`src/hdl/iirf_pkg.sv`:
```
// Shared types, widths and register codes for the direct-form I IIR filter.
package iirf_pkg;

  localparam int ORDER          = 3;
  localparam int MAX_ORDER      = 3;
  localparam int NTAPS          = MAX_ORDER + 1;
  localparam int COEF_FRAC_BITS = 14;
  localparam int SAMPLE_WIDTH   = 16;
  localparam int COEF_WIDTH     = 18;
  localparam int NUM_REGS       = 7;
  localparam int CFG_IDX_W      = $clog2(NUM_REGS + 1);

  localparam int PROD_W = COEF_WIDTH + SAMPLE_WIDTH;
  // seven products summed
  localparam int ACC_W  = PROD_W + 3;
  localparam int SH_W   = ACC_W - COEF_FRAC_BITS;

  typedef logic signed [SAMPLE_WIDTH-1:0] sample_t;
  typedef logic signed [COEF_WIDTH-1:0]   coef_t;
  typedef logic signed [PROD_W-1:0]       prod_t;
  typedef logic signed [ACC_W-1:0]        acc_t;

  localparam coef_t COEF_ONE = coef_t'(1 << COEF_FRAC_BITS);

  localparam sample_t SAMPLE_MAX = {1'b0, {(SAMPLE_WIDTH-1){1'b1}}};
  localparam sample_t SAMPLE_MIN = {1'b1, {(SAMPLE_WIDTH-1){1'b0}}};

  typedef enum logic [CFG_IDX_W-1:0] {
    REG_FF_COEF_0 = 0,
    REG_FF_COEF_1 = 1,
    REG_FF_COEF_2 = 2,
    REG_FF_COEF_3 = 3,
    REG_FB_COEF_1 = 4,
    REG_FB_COEF_2 = 5,
    REG_FB_COEF_3 = 6
  } cfg_reg_e;

  typedef struct packed {
    logic load;   // capture the tap product
    logic shift;  // advance the input history
  } cell_ctrl_t;

  typedef struct packed {
    logic a_en;
    logic b_en;
    logic y_en;
    logic a_vld;
    logic b_vld;
  } pipe_ctrl_t;

endpackage

```
`src/hdl/iirf_tap_cell.sv`:
```
// One feedforward tap: input history register and registered coefficient product.
module iirf_tap_cell (
  input  logic                 clk_i,
  input  logic                 rst_ni,
  input  iirf_pkg::cell_ctrl_t ctrl_i,
  input  iirf_pkg::coef_t      coef_i,
  input  iirf_pkg::sample_t    x_i,
  output iirf_pkg::sample_t    x_o,
  output iirf_pkg::prod_t      prod_o
);
  import iirf_pkg::*;

  sample_t x_q;
  prod_t   prod_d;
  prod_t   prod_q;

  assign prod_d = coef_i * x_i;

  always_ff @(posedge clk_i or negedge rst_ni) begin
    if (!rst_ni) begin
      x_q <= '0;
    end else if (ctrl_i.shift) begin
      x_q <= x_i;
    end
  end

  always_ff @(posedge clk_i) begin
    if (ctrl_i.load) begin
      prod_q <= prod_d;
    end
  end

  assign x_o    = x_q;
  assign prod_o = prod_q;

endmodule

```
`config.mk`:
```
export PLATFORM = sky130hd
export DESIGN_NAME = iirf_tap_cell
export DESIGN_NICKNAME = d
export VERILOG_FILES = /design/src/hdl/iirf_pkg.sv /design/src/hdl/iirf_tap_cell.sv
export SDC_FILE = /design/constraint.sdc
export NUM_CORES = 1
export LEC_CHECK = 0
export BUFFER_PORTS_ARGS = -buffer_cell sky130_fd_sc_hd__buf_2
export CAP_MARGIN = 10
export CORE_MARGIN = 1
export CORE_UTILIZATION = 30
export DETAILED_ROUTE_END_ITERATION = 6
export SETUP_SLACK_MARGIN = 0.15
export SYNTH_ARGS = -nofsm -noshare
export SYNTH_HDL_FRONTEND = slang
export SYNTH_SLANG_ARGS = --single-unit
export TNS_END_PERCENT = 10
```
`constraint.sdc`:
```
create_clock -name clk_i -period 1.9 [get_ports clk_i]
set_input_delay 0.19 -clock clk_i [delete_from_list [all_inputs] [get_ports clk_i]]
set_output_delay 0.19 -clock clk_i [all_outputs]
set_load 0.1 [all_outputs]
```
==> out/results.tsv <==
metric	value	unit
chip height	208	µm
vias in the first global route	10800	
final hold violation count	0	
Maximum Capacitance Violations	0	
CP startpoint kind	input port	
most common cell after layout, fill and taps aside	inv_1	
Final Skew	0	ps
htree depth	2	
Final #Nets	1969	
GP Congestion	0.864	
fraction of registers with async set/reset	32.0	%
Yosys reg bits	50	
post-synth net total	1724	
FF-to-FF End	x_o[9]	
Hold WS	227	ps
CTS root buf	clkbuf_16	
area grow syn2layout	29.2	%
Post-synth top flop	edfxtp_1	
WP data required	2030	ps
Iter 0 DRT Violations	453	
initial core utilization	30.3	%
r2r startpoint	x_o[9]	
Place WS	-4210	ps
Ports	88	
hold endpoint	x_o[1]	
unrepaired setup endpoints after global routing	yes	
layout cells sized above 1	28.7	%
Final TNS setup	-83050	ps
Syn Inst Count	1310	
Final WS setup	-3430	ps
status	finished with violations	
port bufs	87	
syn_area_per_cell	9.69	µm²
period utilisation layout	281	%
R2R depth	1	
wire length per cell	15.6	µm
# diodes	0	
Distinct cells, synth	56	
Syn. warnings	0	
share of the yosys chip area belonging to registers	11.2	%
critical path endpoint category	flip-flop	
WP data arrival	5460	ps
FMAX	188	MHz
Crit Path Max Fanout	11	
Post-route DRC	0	
WHS Path Cells	2	
commonest cells after routing, fill and taps aside	inv_1 (329), fa_1 (274), buf_4 (181), nand2_1 (144), and2_1 (106)	
largest net degree at the start of global routing	35	
CTS Buf Count	5	
Min Clock Period, post-route	5330	ps
gr usage total	16.2	%
flop2flop setup slack	1110	ps
Die Area	43200	µm²
Post-synth EDFFs	34	
DRT Pass-1 Iters	4	
GR Overflow Total	0	
Final Non-Filler Cells	2095	
kind of critical path	in -> reg	
vias	9604	
failing checks	negative setup slack	
slew margin rel.	66.1	%
overall die width	208	µm
critical hold path startpoint	x_i[1]	
Cell Rows	75	
clock buffer depth	2	
Worst-Margin Slew	513	ps
Vias/cell	4.58	
total wire length	32.7	mm
CTS sink count	50	
first-pass GRT wire length	55.1	mm
final setup fails	31	
core area	41900	µm²
initial antenna violation count	0	
Post-DP HPWL	28.1	mm
CTS tree	built	
HP Class	in -> reg	
placed cell count	2072	
clk slew on worst S/H paths	80	ps
max-slew violations	0	
post-synthesis cell area	12700	µm²
post-route ant nets	0	
worst-skew pair later-pin latency	310	ps
## per-layer routing
layer	wire length, µm	global-route usage (%)	part of all wire [%]	up-vias
li1	-	-	-	4366
met1	13200	20.0	40	5004
met2	17600	30.8	54	207
met3	1530	1.89	4.7	27
met4	421	2.12	1.3	0
met5	0	0	0	-
## critical path, cell delays in order
cell      delay, ps
buf_4           170
and2_4          190
fa_2            610
fa_2            490
buf_4           190
fa_1            480
inv_1            50
fa_1            570
fa_1            440
fa_1            490
inv_1            40
ha_1            180
a21o_1          200
a21o_1          170
a21o_1          180
or4b_4          510
a31o_2          220
o311ai_1         70
## synthesized netlist by cell type (5+ instances only)
library cell,instances,area [µm²]
nand2b_1,6,37.5
o21ai_0,12,60.1
a21oi_1,18,90.1
a21o_1,15,113
xnor2_1,25,219
and2_1,128,801
nor2_1,27,101
a31oi_1,5,31.3
nand2_1,157,589
inv_1,343,1290
mux2_2,16,180
edfxtp_1,34,1020
fa_1,290,5810
clkbuf_1,47,176
o21a_1,10,75.1
dfrtp_1,16,400
ha_1,86,1080
xor2_1,9,78.8
## registers in the layout, indices dropped and copies added, names as in the netlist
register,flops
prod_o,34
x_o,16
## through the flow
| step | cell area, µm² | util, % |
|---|---|---|
| 2_1_floorplan | 13000 | - |
| 3_3_place_gp | 15200 | 36.3 |
| 3_5_place_dp | 15200 | 36.3 |
| 4_1_cts | 16000 | 38.1 |
| 5_1_grt | 16400 | 39.2 |
| 6_report | 16400 | 39.2 |
## worst max-delay path by stage
stage               startpoint         end  slack (ps)  cells after the start
detailed placement      x_i[1]  prod_o[33]       -4210                     20
global placement        x_i[1]  prod_o[29]       -3990                     20
CTS                  coef_i[3]  prod_o[29]       -3470                     21
floorplan               x_i[1]  prod_o[32]       -3610                     22
global route        coef_i[17]  prod_o[31]       -3640                     19
finish              coef_i[17]  prod_o[33]       -3430                     18
## layout make-up
type                       instances  area, µm²
inverter                         343       1290
sequential                        50       1420
fill                            4124      25400
clock buffer                       5        125
multi-input combinational        867      10500
tap                              539        674
timing repair buffer             288       2340
clock inverter                     3       42.5
## timing repair
item / 4_1_cts / 5_1_grt
endpoints found under the setup margin: 31 / 31
buffers inserted: 8 / 6
hold endpoints to repair: 16 / 0
hold buffers: 1 / 0
gates resized for setup: 124 / 87
pin swaps: 41 / 54
## cell families (layout without fill, tap and decap cells)
kind of cell | count (synthesis) | count (layout) | share of synthesized area (%)
buffers and inverters | 393 | 639 | 11.6
AO/OA/AOI/OAI | 97 | 97 | 5.82
flip-flops | 50 | 50 | 11.2
multiplexers | 16 | 16 | 1.42
adder cells (fa/ha/maj) | 376 | 376 | 54.2
AND/OR/NAND/NOR | 344 | 344 | 13.4
XOR/XNOR | 34 | 34 | 2.34
Power is left out: the tool's default activity adds up to more than one toggle a clock period on the data nets, which glitch-free logic cannot reach.
