<file path="src/hdl/iirf_pkg.sv">
// Shared types, widths and register codes for the direct-form I IIR filter.
package iirf_pkg;

  localparam int ORDER          = 3;
  localparam int MAX_ORDER      = 3;
  localparam int NTAPS          = MAX_ORDER + 1;
  localparam int COEF_FRAC_BITS = 14;
  localparam int SAMPLE_WIDTH   = 16;
  localparam int COEF_WIDTH     = 18;
  localparam int NUM_REGS       = 7;
  localparam int CFG_IDX_W      = $clog2(NUM_REGS + 1);

  localparam int PROD_W = COEF_WIDTH + SAMPLE_WIDTH;
  // seven products summed
  localparam int ACC_W  = PROD_W + 3;
  localparam int SH_W   = ACC_W - COEF_FRAC_BITS;

  typedef logic signed [SAMPLE_WIDTH-1:0] sample_t;
  typedef logic signed [COEF_WIDTH-1:0]   coef_t;
  typedef logic signed [PROD_W-1:0]       prod_t;
  typedef logic signed [ACC_W-1:0]        acc_t;

  localparam coef_t COEF_ONE = coef_t'(1 << COEF_FRAC_BITS);

  localparam sample_t SAMPLE_MAX = {1'b0, {(SAMPLE_WIDTH-1){1'b1}}};
  localparam sample_t SAMPLE_MIN = {1'b1, {(SAMPLE_WIDTH-1){1'b0}}};

  typedef enum logic [CFG_IDX_W-1:0] {
    REG_FF_COEF_0 = 0,
    REG_FF_COEF_1 = 1,
    REG_FF_COEF_2 = 2,
    REG_FF_COEF_3 = 3,
    REG_FB_COEF_1 = 4,
    REG_FB_COEF_2 = 5,
    REG_FB_COEF_3 = 6
  } cfg_reg_e;

  typedef struct packed {
    logic load;   // capture the tap product
    logic shift;  // advance the input history
  } cell_ctrl_t;

  typedef struct packed {
    logic a_en;
    logic b_en;
    logic y_en;
    logic a_vld;
    logic b_vld;
  } pipe_ctrl_t;

endpackage

</file>
<file path="src/hdl/iirf_recursion.sv">
// Feedback path: partial sum, feedback products, saturation and output history.
module iirf_recursion (
  input  logic                 clk_i,
  input  logic                 rst_ni,
  input  iirf_pkg::pipe_ctrl_t ctrl_i,
  input  iirf_pkg::prod_t      ff_prod_i [iirf_pkg::NTAPS],
  input  iirf_pkg::coef_t      fb_coef_i [1:iirf_pkg::MAX_ORDER],
  output iirf_pkg::sample_t    y_o
);
  import iirf_pkg::*;

  sample_t           yh_q [MAX_ORDER];
  sample_t           y_sel3;
  sample_t           y_sel2;
  prod_t             pb3_d;
  prod_t             pb3_q;
  prod_t             q2_d;
  prod_t             q2_q;
  acc_t              sum_d;
  acc_t              sum_q;
  prod_t             p1;
  acc_t              acc;
  logic [SH_W-1:0]   sh;
  sample_t           y_d;

  // Outputs still in the pipeline decide where y[n-3] sits in the history.
  always_comb begin
    case ({ctrl_i.a_vld, ctrl_i.b_vld})
      2'b00:   y_sel3 = yh_q[2];
      2'b11:   y_sel3 = yh_q[0];
      default: y_sel3 = yh_q[1];
    endcase
  end

  assign y_sel2 = ctrl_i.b_vld ? yh_q[0] : yh_q[1];

  assign pb3_d = fb_coef_i[3] * y_sel3;
  assign q2_d  = fb_coef_i[2] * y_sel2;

  assign sum_d = acc_t'(ff_prod_i[0]) + acc_t'(ff_prod_i[1]) + acc_t'(ff_prod_i[2])
               + acc_t'(ff_prod_i[3]) - acc_t'(pb3_q);

  assign p1  = fb_coef_i[1] * yh_q[0];
  assign acc = sum_q - acc_t'(q2_q) - acc_t'(p1);

  // upper bits of the sum are the floor shift
  assign sh = acc[ACC_W-1:COEF_FRAC_BITS];

  always_comb begin
    if ((&sh[SH_W-1:SAMPLE_WIDTH-1]) || !(|sh[SH_W-1:SAMPLE_WIDTH-1])) begin
      y_d = $signed(sh[SAMPLE_WIDTH-1:0]);
    end else if (sh[SH_W-1]) begin
      y_d = SAMPLE_MIN;
    end else begin
      y_d = SAMPLE_MAX;
    end
  end

  always_ff @(posedge clk_i) begin
    if (ctrl_i.a_en) begin
      pb3_q <= pb3_d;
    end
    if (ctrl_i.b_en) begin
      sum_q <= sum_d;
      q2_q  <= q2_d;
    end
  end

  always_ff @(posedge clk_i or negedge rst_ni) begin
    if (!rst_ni) begin
      for (int k = 0; k < MAX_ORDER; k++) begin
        yh_q[k] <= '0;
      end
    end else if (ctrl_i.y_en) begin
      yh_q[0] <= y_d;
      for (int k = 1; k < MAX_ORDER; k++) begin
        yh_q[k] <= yh_q[k-1];
      end
    end
  end

  assign y_o = yh_q[0];

endmodule

</file>
<file path="config.mk">
export PLATFORM = sky130hd
export DESIGN_NAME = iirf_recursion
export DESIGN_NICKNAME = d
export VERILOG_FILES = /design/src/hdl/iirf_pkg.sv /design/src/hdl/iirf_recursion.sv
export SDC_FILE = /design/constraint.sdc
export NUM_CORES = 2
export LEC_CHECK = 0
export ABC_AREA = 1
export BUFFER_PORTS_ARGS = -buffer_cell sky130_fd_sc_hd__clkbuf_2
export CAP_MARGIN = 5
export CELL_PAD_IN_SITES_DETAIL_PLACEMENT = 0
export CELL_PAD_IN_SITES_GLOBAL_PLACEMENT = 1
export CORE_AREA = 2 2 229 457
export DETAILED_ROUTE_END_ITERATION = 12
export DIE_AREA = 0 0 231 459
export PLACE_DENSITY_LB_ADDON = 0.1
export SLEW_MARGIN = 10
export SYNTH_ARGS = -nofsm -noshare
export SYNTH_HDL_FRONTEND = slang
export SYNTH_SLANG_ARGS = --single-unit
</file>
<file path="constraint.sdc">
create_clock -name clk_i -period 19.5 [get_ports clk_i]
set_input_delay 3.9 -clock clk_i [delete_from_list [all_inputs] [get_ports clk_i]]
set_output_delay 3.9 -clock clk_i [all_outputs]
set_load 0.05 [all_outputs]
</file>
==> out/qor.csv <==
stage;metric;value;unit
sta;hold_slack;0.4925;ns
hold_path;hold_start;yh_q[8];
synth;ys_ff_latch;153;
layout;drive_above_1_share;5.720;%
synth;ys_top_cells_by_area;fa_1, inv_1, nand2_1;
placed_design;routabilityCongestion;0.9566;
clock_tree;cts-resized-gates;0;
die;die_h;459;µm
clock_tree;postCtsSetupBuffers;0;
sta;tns;0;ns
sta;finalClockSkew;0.01631;ns
route;routed_wl;142.3;mm
sta;relSlewSlack;27.34;%
critical_path;arrival;12.11;ns
die;initial_core_util;44.57;%
synth;syn_avg_cell_area;8.388;µm²
route;vias_per_cell;4.997;
sta;finalCritPeriodShare;60.85;%
critical_path;worstReg2RegStart;y_o[1];
clock_tree;cts_tree;built;
synth;syn_nets;7025;
clock_tree;clk_latency;0.50;ns
grt;grt_start_max_net_pins;72;
synth;netlist_area;45820;µm²
outcome;status;completed;
sta;worstMarginPinSlew;1.089;ns
synth;yosysSeqAreaShare;9.502;%
grt;grt_pass1_wl;222.7;mm
layout;final_cell_mix;inv_1, nand2_1, fa_1, nor2_1, ha_1;
critical_path;timing.rr.end;y_o[0];
layout;final_nets;7126;
route;routedWlPerCell;20.54;µm
critical_path;worst_setup_path_end_kind;flip-flop;
route;drt_iter0_drc;2392;
route;drc;0;
hold_path;holdPathEnd;yh_q[8];
grt;grt_pass1_vias;36850;
clock_tree;clkTransAtPathRegs;0.08;ns
grt;gr-usage-all-layers;27.98;%
critical_path;crit_path_top_delay_cell;ha_1;
critical_path;reg2reg_depth;29;
clock_tree;hold_buffers;0;
route;vias;34630;
sta;rsz0062_at_grt;no;
placed_design;dpl.hpwl;123.9;mm
die;die_area;106000;µm²
route;first_pass_iters;5;
clock_tree;cts_made_buffers;17;
run;maxCapViolations;0;
clock_tree;clock_path_buffers;2;
synth;yosys_warnings;0;
sta;min_period;11.87;ns
die;rows;167;
hold_path;worstHoldPathType;reg -> reg;
clock_tree;cts-root-buf;clkbuf_16;
die;io_pins;213;
critical_path;startpoint_type;primary input;
hold_path;hold_depth;2;
synth;syn-instance-count;5463;
clock_tree;htreeDepth;4;
critical_path;path_max_fanout;30;
layout;final_common_cell;inv_1;
sta;setup_viol;0;
grt;overflow;0;
route;ant_nets;0;
placed_design;portBuffers;212;
critical_path;cp_data_required_time;19.74;ns
critical_path;slowest_delay;0.90;ns
critical_path;rrSetupSlack;12.05;ns
die;core-area;102800;µm²
die;die_w;231;µm
synth;synth_top_area_share;45.92;%
sta;clock.fmax;0.08428;GHz
critical_path;worstSetupPathType;in -> reg;
sta;slew_viol_final;0;
clock_tree;cts.sinks;153;
grt;antenna_found_initial;5;
critical_path;crit_top_cell;nand2_1;
layout;area_growth_syn_to_layout;6.357;%
synth;synth_largest_area_cell;fa_1;
sta;hold_viol;0;
synth;synth_cell_type_count;46;
## metrics by stage
step / cell area, µm² / setup slack, ns / utilization (%) / instances
2_1_floorplan: 45820 / 8.827 / - / 5463
3_3_place_gp: 48140 / 7.296 / 46.83 / 6897
3_5_place_dp: 48140 / 7.082 / 46.83 / 6897
5_1_grt: 48730 / 7.091 / 47.40 / 6929
6_report: 48740 / 7.635 / 47.41 / 6930
4_1_cts: 48730 / 7.625 / 47.40 / 6929
## routing by layer
layer  global-route usage [%]  part of all wire, %  vias up
met1                    42.01                   47    17620
met2                    43.78                   45     1052
met4                    5.687                  2.1        6
met3                    3.230                  5.7      121
met5                        0                0.032        -
li1                         -                    -    15830
## worst max path at each step
stage	startpoint	end	slack (ns)	depth (start not counted)
6_report	ctrl_i[0]	pb3_q[29]	7.63	30
5_1_grt	ctrl_i[0]	pb3_q[29]	7.09	30
2_1_floorplan	ctrl_i[0]	pb3_q[29]	8.83	34
3_5_place_dp	ctrl_i[0]	pb3_q[29]	7.08	30
4_1_cts	ctrl_i[0]	pb3_q[29]	7.63	30
3_3_place_gp	ctrl_i[0]	pb3_q[29]	7.30	30
## cell families (layout without fill, tap and decap cells)
logic type,count (synthesis),after routing,share of synthesized area [%]
buf+inv,1802,1916,14.94
simple gates,1665,1665,14.26
fa+ha+maj,1365,1365,54.49
compound gates,345,345,4.268
flops,153,153,9.502
xor+xnor,133,133,2.542
other cells,0,1,0
## synth_stat cells, drive strengths merged
cell / instances
o2111ai: 1
dfrtp: 48
or2: 9
nor4: 10
nand3: 76
o221ai: 3
ha: 314
o21bai: 10
xnor2: 49
nor2: 370
a31o: 1
clkinv: 14
buf: 28
nand2: 1174
o21ai: 121
a221o: 16
a221oi: 3
o31ai: 1
edfxtp: 105
nor3: 16
a21boi: 5
nand4: 8
and2: 1
o21a: 8
clkbuf: 137
fa: 1051
xor2: 84
o211ai: 3
inv: 1623
a31oi: 19
a21o: 8
nand3b: 1
a21oi: 146
## sequential cells by signal (all words and copies together), names as in the netlist
signal and cells:
pb3_q 34, sum_q 37, q2_q 34, y_o 16
yh_q 32
## worst max-delay path: cells and delay by family
family	cells	cell delay, ns
adders and majority gates	8	4.26
buffers and inverters	8	1.80
and+or+nand+nor	9	1.13
AOI/OAI and AO/OA	4	0.93
xor gates and xnor gates	1	0.06
## cell type report
cell class / instances / area, µm²
Fill cell: 10390 / 54070
Multi-Input combinational cell: 3508 / 34620
Inverter: 1637 / 6145
Sequential cell: 153 / 4354
Tap cell: 1352 / 1692
Timing Repair Buffer: 247 / 1326
Clock buffer: 17 / 425.4
Clock inverter: 15 / 167.7
Antenna cell: 1 / 2.502
Power is left out: the tool's default activity adds up to more than one toggle a clock period on the data nets, which glitch-free logic cannot reach.
